`config.mk`:
```
export PLATFORM = sky130hd
export DESIGN_NAME = bse_seq
export DESIGN_NICKNAME = d
export VERILOG_FILES = /design/src/rtl/bse_pkg.sv /design/src/rtl/bse_seq.sv
export SDC_FILE = /design/constraint.sdc
export NUM_CORES = 1
export LEC_CHECK = 0
export BUFFER_PORTS_ARGS = -buffer_cell sky130_fd_sc_hd__buf_4
export CORE_MARGIN = 2
export CORE_UTILIZATION = 49
export CTS_BUF_LIST = sky130_fd_sc_hd__clkbuf_8 sky130_fd_sc_hd__clkbuf_16
export DETAILED_ROUTE_END_ITERATION = 6
export GPL_TIMING_DRIVEN = 0
export PLACE_DENSITY = 0.77
export SYNTH_ARGS = -nofsm -noshare
export SYNTH_HDL_FRONTEND = slang
export SYNTH_SLANG_ARGS = --single-unit
```
`constraint.sdc`:
```
create_clock -name clk -period 2.95 [get_ports clk]
set_input_delay 0.295 -clock clk [delete_from_list [all_inputs] [get_ports clk]]
set_output_delay 0.295 -clock clk [all_outputs]
set_load 0.03 [all_outputs]
```
`src/rtl/bse_pkg.sv`:
```
`default_nettype none
// ---------------------------------------------------------------------------
// bse_pkg
// Shared types for the bitmap sort engine: the sequencer state encoding.
// ---------------------------------------------------------------------------
package bse_pkg;

  typedef enum logic [2:0] {
    S_CLEAR,
    S_IDLE,
    S_INS_MUL,
    S_INS_WR,
    S_DRN_SCAN,
    S_DRN_OUT
  } bse_state_t;

endpackage
`default_nettype wire

```
`src/rtl/bse_seq.sv`:
```
`default_nettype none
// ---------------------------------------------------------------------------
// bse_seq
// Request sequencer: clearing pass, insert read-modify-write and drain scan
// over the bitmap words, with the scan cursor.
// ---------------------------------------------------------------------------
module bse_seq #(
  parameter int VALUE_BITS = 20,
  parameter int WORD_BITS  = 32,
  parameter int WORD_COUNT = 32768,
  parameter int WIDX_W     = 15,
  parameter int BIT_W      = 5
) (
  input  wire logic                  clk,
  input  wire logic                  rst,
  input  wire logic                  in_valid,
  output logic                       in_stall,
  input  wire logic                  req_type,
  input  wire logic [VALUE_BITS-1:0] value,
  output logic                       res_valid,
  input  wire logic                  res_ready,
  output logic      [VALUE_BITS-1:0] res_value,
  output logic                       res_empty,
  output logic                       wr_en,
  output logic      [WIDX_W-1:0]     wr_addr,
  output logic      [WORD_BITS-1:0]  wr_data,
  output logic                       rd_en,
  output logic      [WIDX_W-1:0]     rd_addr,
  input  wire logic [WORD_BITS-1:0]  rd_data
);
  import bse_pkg::*;

  localparam int SHIFT   = VALUE_BITS + BIT_W;
  localparam int RECIP_W = VALUE_BITS + 2;
  localparam int PROD_W  = VALUE_BITS + RECIP_W;
  localparam int FULL_W  = WIDX_W + BIT_W;
  localparam longint unsigned RECIP =
    ((64'd1 << SHIFT) + 64'(WORD_BITS) - 64'd1) / 64'(WORD_BITS);
  localparam logic [WIDX_W-1:0] LAST_WORD = WIDX_W'(WORD_COUNT - 1);

  bse_state_t          state, state_next;
  logic [WIDX_W-1:0]   clr_addr, clr_addr_next;
  logic [WIDX_W-1:0]   cursor, cursor_next;
  logic [WIDX_W-1:0]   chk_word, chk_word_next;
  logic [WIDX_W-1:0]   ins_word, ins_word_next;
  logic [BIT_W-1:0]    ins_bit, ins_bit_next;
  logic [VALUE_BITS-1:0] ins_val, ins_val_next;
  logic [PROD_W-1:0]   prod, prod_next;
  logic [VALUE_BITS-1:0] res_value_next;
  logic                res_empty_next;

  logic [WIDX_W-1:0]    quot;
  logic [BIT_W-1:0]     ins_rem;
  logic [WORD_BITS-1:0] low_iso;
  logic [BIT_W-1:0]     low_idx;
  logic [FULL_W-1:0]    found_val;

  // quotient by reciprocal, exact for the whole value range
  assign quot    = WIDX_W'(prod >> SHIFT);
  assign ins_rem = BIT_W'(FULL_W'(ins_val) - FULL_W'(quot) * FULL_W'(WORD_BITS));

  // lowest set bit of the word just read
  assign low_iso = rd_data & (~rd_data + WORD_BITS'(1));

  always_comb begin
    low_idx = '0;
    for (int i = 0; i < WORD_BITS; i++) begin
      if (low_iso[i]) begin
        low_idx = low_idx | BIT_W'(i);
      end
    end
  end

  assign found_val = FULL_W'(chk_word) * FULL_W'(WORD_BITS) + FULL_W'(low_idx);

  always_ff @(posedge clk) begin
    if (rst) begin
      state    <= S_CLEAR;
      clr_addr <= '0;
      cursor   <= '0;
    end else begin
      state    <= state_next;
      clr_addr <= clr_addr_next;
      cursor   <= cursor_next;
    end
  end

  always_ff @(posedge clk) begin
    chk_word  <= chk_word_next;
    ins_word  <= ins_word_next;
    ins_bit   <= ins_bit_next;
    ins_val   <= ins_val_next;
    prod      <= prod_next;
    res_value <= res_value_next;
    res_empty <= res_empty_next;
  end

  always_comb begin
    state_next     = state;
    clr_addr_next  = clr_addr;
    cursor_next    = cursor;
    chk_word_next  = chk_word;
    ins_word_next  = ins_word;
    ins_bit_next   = ins_bit;
    ins_val_next   = ins_val;
    prod_next      = prod;
    res_value_next = res_value;
    res_empty_next = res_empty;
    in_stall       = 1'b1;
    res_valid      = 1'b0;
    wr_en          = 1'b0;
    wr_addr        = clr_addr;
    wr_data        = '0;
    rd_en          = 1'b0;
    rd_addr        = cursor;

    unique case (state)
      S_CLEAR: begin
        wr_en   = 1'b1;
        wr_addr = clr_addr;
        wr_data = '0;
        if (clr_addr == LAST_WORD) begin
          state_next = S_IDLE;
        end else begin
          clr_addr_next = clr_addr + WIDX_W'(1);
        end
      end
      S_IDLE: begin
        in_stall = 1'b0;
        if (in_valid) begin
          if (req_type) begin
            rd_en         = 1'b1;
            rd_addr       = cursor;
            chk_word_next = cursor;
            state_next    = S_DRN_SCAN;
          end else begin
            ins_val_next = value;
            prod_next    = PROD_W'(value) * PROD_W'(RECIP);
            state_next   = S_INS_MUL;
          end
        end
      end
      S_INS_MUL: begin
        rd_en         = 1'b1;
        rd_addr       = quot;
        ins_word_next = quot;
        ins_bit_next  = ins_rem;
        state_next    = S_INS_WR;
      end
      S_INS_WR: begin
        wr_en   = 1'b1;
        wr_addr = ins_word;
        wr_data = rd_data | (WORD_BITS'(1) << ins_bit);
        if (ins_word < cursor) begin
          cursor_next = ins_word;
        end
        state_next = S_IDLE;
      end
      S_DRN_SCAN: begin
        if (rd_data != '0) begin
          wr_en          = 1'b1;
          wr_addr        = chk_word;
          wr_data        = rd_data & ~low_iso;
          cursor_next    = chk_word;
          res_value_next = found_val[VALUE_BITS-1:0];
          res_empty_next = 1'b0;
          state_next     = S_DRN_OUT;
        end else if (chk_word == LAST_WORD) begin
          cursor_next    = '0;
          res_value_next = '0;
          res_empty_next = 1'b1;
          state_next     = S_DRN_OUT;
        end else begin
          rd_en         = 1'b1;
          rd_addr       = chk_word + WIDX_W'(1);
          chk_word_next = chk_word + WIDX_W'(1);
        end
      end
      S_DRN_OUT: begin
        res_valid = 1'b1;
        if (res_ready) begin
          state_next = S_IDLE;
        end
      end
      default: begin
        state_next = S_IDLE;
      end
    endcase
  end

endmodule
`default_nettype wire

```
==> out/metrics.csv <==
metric,value,unit
status,finished with violations,
violated checks,negative setup slack,
Routed Wire Length,22600,um
post-synthesis sequential area ratio,46.8,%
share of cells above drive strength 1,28.0,%
worst hold path type,in -> reg,
Worst-path clk slew,0.08,ns
fin. max-slew vios,0,
Final min period,3.00,ns
Synth Instances,702,
NumNets Final,956,
synth warn,0,
clock share of power,39.8,%
die area,0.0138,sq mm
Area Growth Syn to Fin,35.1,%
Pwr Total,0.00300,W
total of max-cap violations,0,
FF-to-FF setup slack,0.14,ns
post-DP HPWL,16500,um
"Cell Area, Synth",0.00629,sq mm
input/output buffers,142,
CTS tree,done,
"Buf+Inv Stages, Crit Path",5,
core area,0.0126,sq mm
Yosys cell types,56,
slew margin rel.,51.2,%
DR vias/cell,6.18,
P per Cell Area,353,mW/mm^2
placed cells,1018,
H-tree depth,3,
drt pass-1 iters,6,
register area,0.00294,sq mm
Area contributors post-synth,"edfxtp_1 36%, dfxtp_1 11%, nand2_1 5.7%",
Crit Path Category,in -> out,
CTS Buf Count,9,
per-cell routed wire length,21.4,um
Routed Antenna Nets,0,
VDD IR-drop max,0.408,mV
post-synthesis net count,775,
worst path arrival time,2.70,ns
grt ovf,0,
ant diodes,0,
"Critical Path, Cell by Cell","buf_4, or4_4, buf_12, nor4_4, buf_4, nand3_2, nor2_4, nor2_4, clkbuf_16, a221o_1, buf_6",
Sink Count,109,
Critical Path RT,2.65,ns
crit path max-delay cell type,or4_4,
Yosys top cell by area,edfxtp_1,
die width,117,um
setup slack after layout,-0.0466,ns
Top delay family on crit path,simple AND/OR/NAND/NOR gates,
CTS root buf,clkbuf_16,
part of the power in combinational logic,5.9,%
dominant synthesized flop cell,edfxtp_1,
Int Power,0.00229,W
Lkg Pwr,3.36,nW
"Async S/R FF share, synth",0,%
top cell type's share of synthesized area,36.3,%
initial antenna violation count,0,
FF-to-FF path depth,8,
Sw Ratio,23.5,%
Synth Register Bits,109,
CTS Hold Bufs,0,
Finish-stage setup viols,12,
CP endpoint kind,output port,
first-pass GRT wire length,33400,um
routed vias,6553,
slew of the pin with the lowest slew margin,0.732,ns
pin count of the biggest net entering global routing,30,
multi-input logic area,0.00331,sq mm
row count,41,
starting density of the core,50.0,%
Startpoint Class,input port,
routability cong.,0.970,
Non-Filler Instances,1060,
fmax,334,MHz
Worst path depth,11,
chip height,117,um
Setup crit end,rd_addr[10],
Reg power frac,54.3,%
Post-synth EDFFs,76,
vias in the first global route,6134,
I/O pin cnt,144,
worst-path maximum fanout,5,
Fillers,1018,
GRT Overall Usage,32.8,%
Post-Syn Area per Cell,8.96,sq um
RSZ-0062 raised after global routing,true,
Critical Path Start,rd_data[3],
clock latency on the worst-skew pair,0.37,ns
FF-to-FF End,cursor[9],
worst r2r src,ins_word[5],
Longest Clk Path Bufs,2,
Setup Skew,0.0124,ns
period utilisation layout,102,%
DRT iter0 DRCs,910,
drt drc,0,
final hold vios,0,
Worst path max stage delay,0.59,ns
Sw Pwr,0.000704,W
registers in the layout (all words and copies together), names as in the netlist:
name / count
res_value: 20
prod: 16
chk_word: 15
clr_addr: 15
cursor: 15
ins_word: 15
ins_bit: 5
ins_val: 4
state: 3
res_empty: 1
cells in the mapped netlist (6+ instances only):
master,number
a21o_1,14
a21oi_1,63
a221o_1,13
a22oi_1,17
a31oi_1,13
and3_1,7
clkbuf_1,32
dfxtp_1,33
edfxtp_1,76
ha_1,16
inv_1,25
nand2_1,96
nand3_1,20
nand4_1,7
nor2_1,79
nor2b_1,21
nor3_1,12
nor4_1,6
o21ai_0,36
o32ai_1,16
or3_1,7
or4_1,7
xnor2_1,7
xor2_1,17
layout make-up:
cell class | instances | share of cell area [%]
tap | 172 | 2.53
buffer | 34 | 2.24
sequential | 109 | 34.6
clock buffer | 9 | 2.65
multi-input combinational | 526 | 39.0
inverter | 25 | 1.10
clock inverter | 7 | 0.766
timing repair buffer | 178 | 17.1
stage by stage:
step	hold slack (ns)	cell area [sq um]	setup slack, ns	utilization, %	TNS [ns]
global route	0.0878	8500	-0.104	67.6	-1.69
finish	0.0974	8500	-0.0466	67.6	-0.280
detailed placement	0.405	7630	-0.839	60.7	-23.71
CTS	0.0879	8160	-0.0396	64.9	-0.0406
global placement	0.403	7580	-0.838	60.3	-41.19
floorplan	0.394	6300	0.0719	-	0
kinds of logic (layout without fill, tap and decap cells):
group | Yosys count | after routing | synth area share, %
DFF | 109 | 109 | 46.8
and+or+nand+nor | 286 | 286 | 21.7
buffers and inverters | 67 | 253 | 4.22
adders and majority gates | 16 | 16 | 3.18
AOI/OAI and AO/OA | 197 | 197 | 20.3
xor gates and xnor gates | 24 | 24 | 3.34
muxes | 3 | 3 | 0.477
worst min-delay path by stage:
stage / depth (start not counted) / startpoint / slack (ns) / end
2_1_floorplan: 0 / value[0] / 0.39 / ins_val[0]
3_3_place_gp: 0 / ins_val[1] / 0.40 / ins_bit[1]
3_5_place_dp: 0 / ins_val[2] / 0.40 / ins_bit[2]
4_1_cts: 1 / value[11] / 0.09 / prod[31]
5_1_grt: 1 / value[9] / 0.09 / prod[29]
6_report: 1 / value[11] / 0.1 / prod[31]
layout by cell type, fill, tap and decap left out, drive strengths merged, types with 3 or more instances in the layout:
| cell type | count |
|---|---|
| buf | 186 |
| nand2 | 96 |
| nor2 | 79 |
| edfxtp | 76 |
| a21oi | 63 |
| o21ai | 37 |
| clkbuf | 35 |
| dfxtp | 33 |
| inv | 27 |
| nor2b | 21 |
| nand3 | 20 |
| xor2 | 17 |
| a22oi | 17 |
| o32ai | 16 |
| ha | 16 |
| a21o | 14 |
| a221o | 13 |
| a31oi | 13 |
| nor3 | 12 |
| or4 | 9 |
| or3 | 8 |
| and3 | 7 |
| nand4 | 7 |
| xnor2 | 7 |
| nor4 | 7 |
| or2 | 5 |
| clkinv | 4 |
| nand3b | 3 |
| and2 | 3 |
| o21a | 3 |
| and4 | 3 |
| a211oi | 3 |
| mux2i | 3 |
| o22ai | 3 |
power by group through the flow:
| stage | sequential (W) | clock, W | combinational [W] |
|---|---|---|---|
| floorplan | 0.00166 | 0 | 0.0000610 |
| global placement | 0.00166 | 0 | 0.000161 |
| detailed placement | 0.00166 | 0 | 0.000164 |
| CTS | 0.00163 | 0.00120 | 0.000171 |
| global route | 0.00163 | 0.00125 | 0.000187 |
| finish | 0.00163 | 0.00119 | 0.000175 |
worst reg2reg max path: cells and delay by family, from the launching register on:
family	cells	cell delay, ns
simple gates	2	0.42
buf+inv	1	0.44
flops	1	0.49
fa+ha+maj	1	0.36
compound gates	4	0.97
timing repair:
action / CTS / global route
setup buffers: 10 / 22
gates resized for setup: 39 / 46
gates cloned: 0 / 1
pin swaps: 5 / 8
endpoints found under the setup margin: 74 / 57
metal layers:
| layer | vias up | global-route usage (%) | wire length (um) |
|---|---|---|---|
| li1 | 2952 | - | - |
| met4 | 0 | 11.7 | 537 |
| met5 | - | 0 | 0 |
| met1 | 3138 | 45.8 | 9340 |
| met2 | 419 | 50.7 | 10400 |
| met3 | 44 | 7.00 | 2330 |
Note: power is estimated with default switching activity, not from simulation.
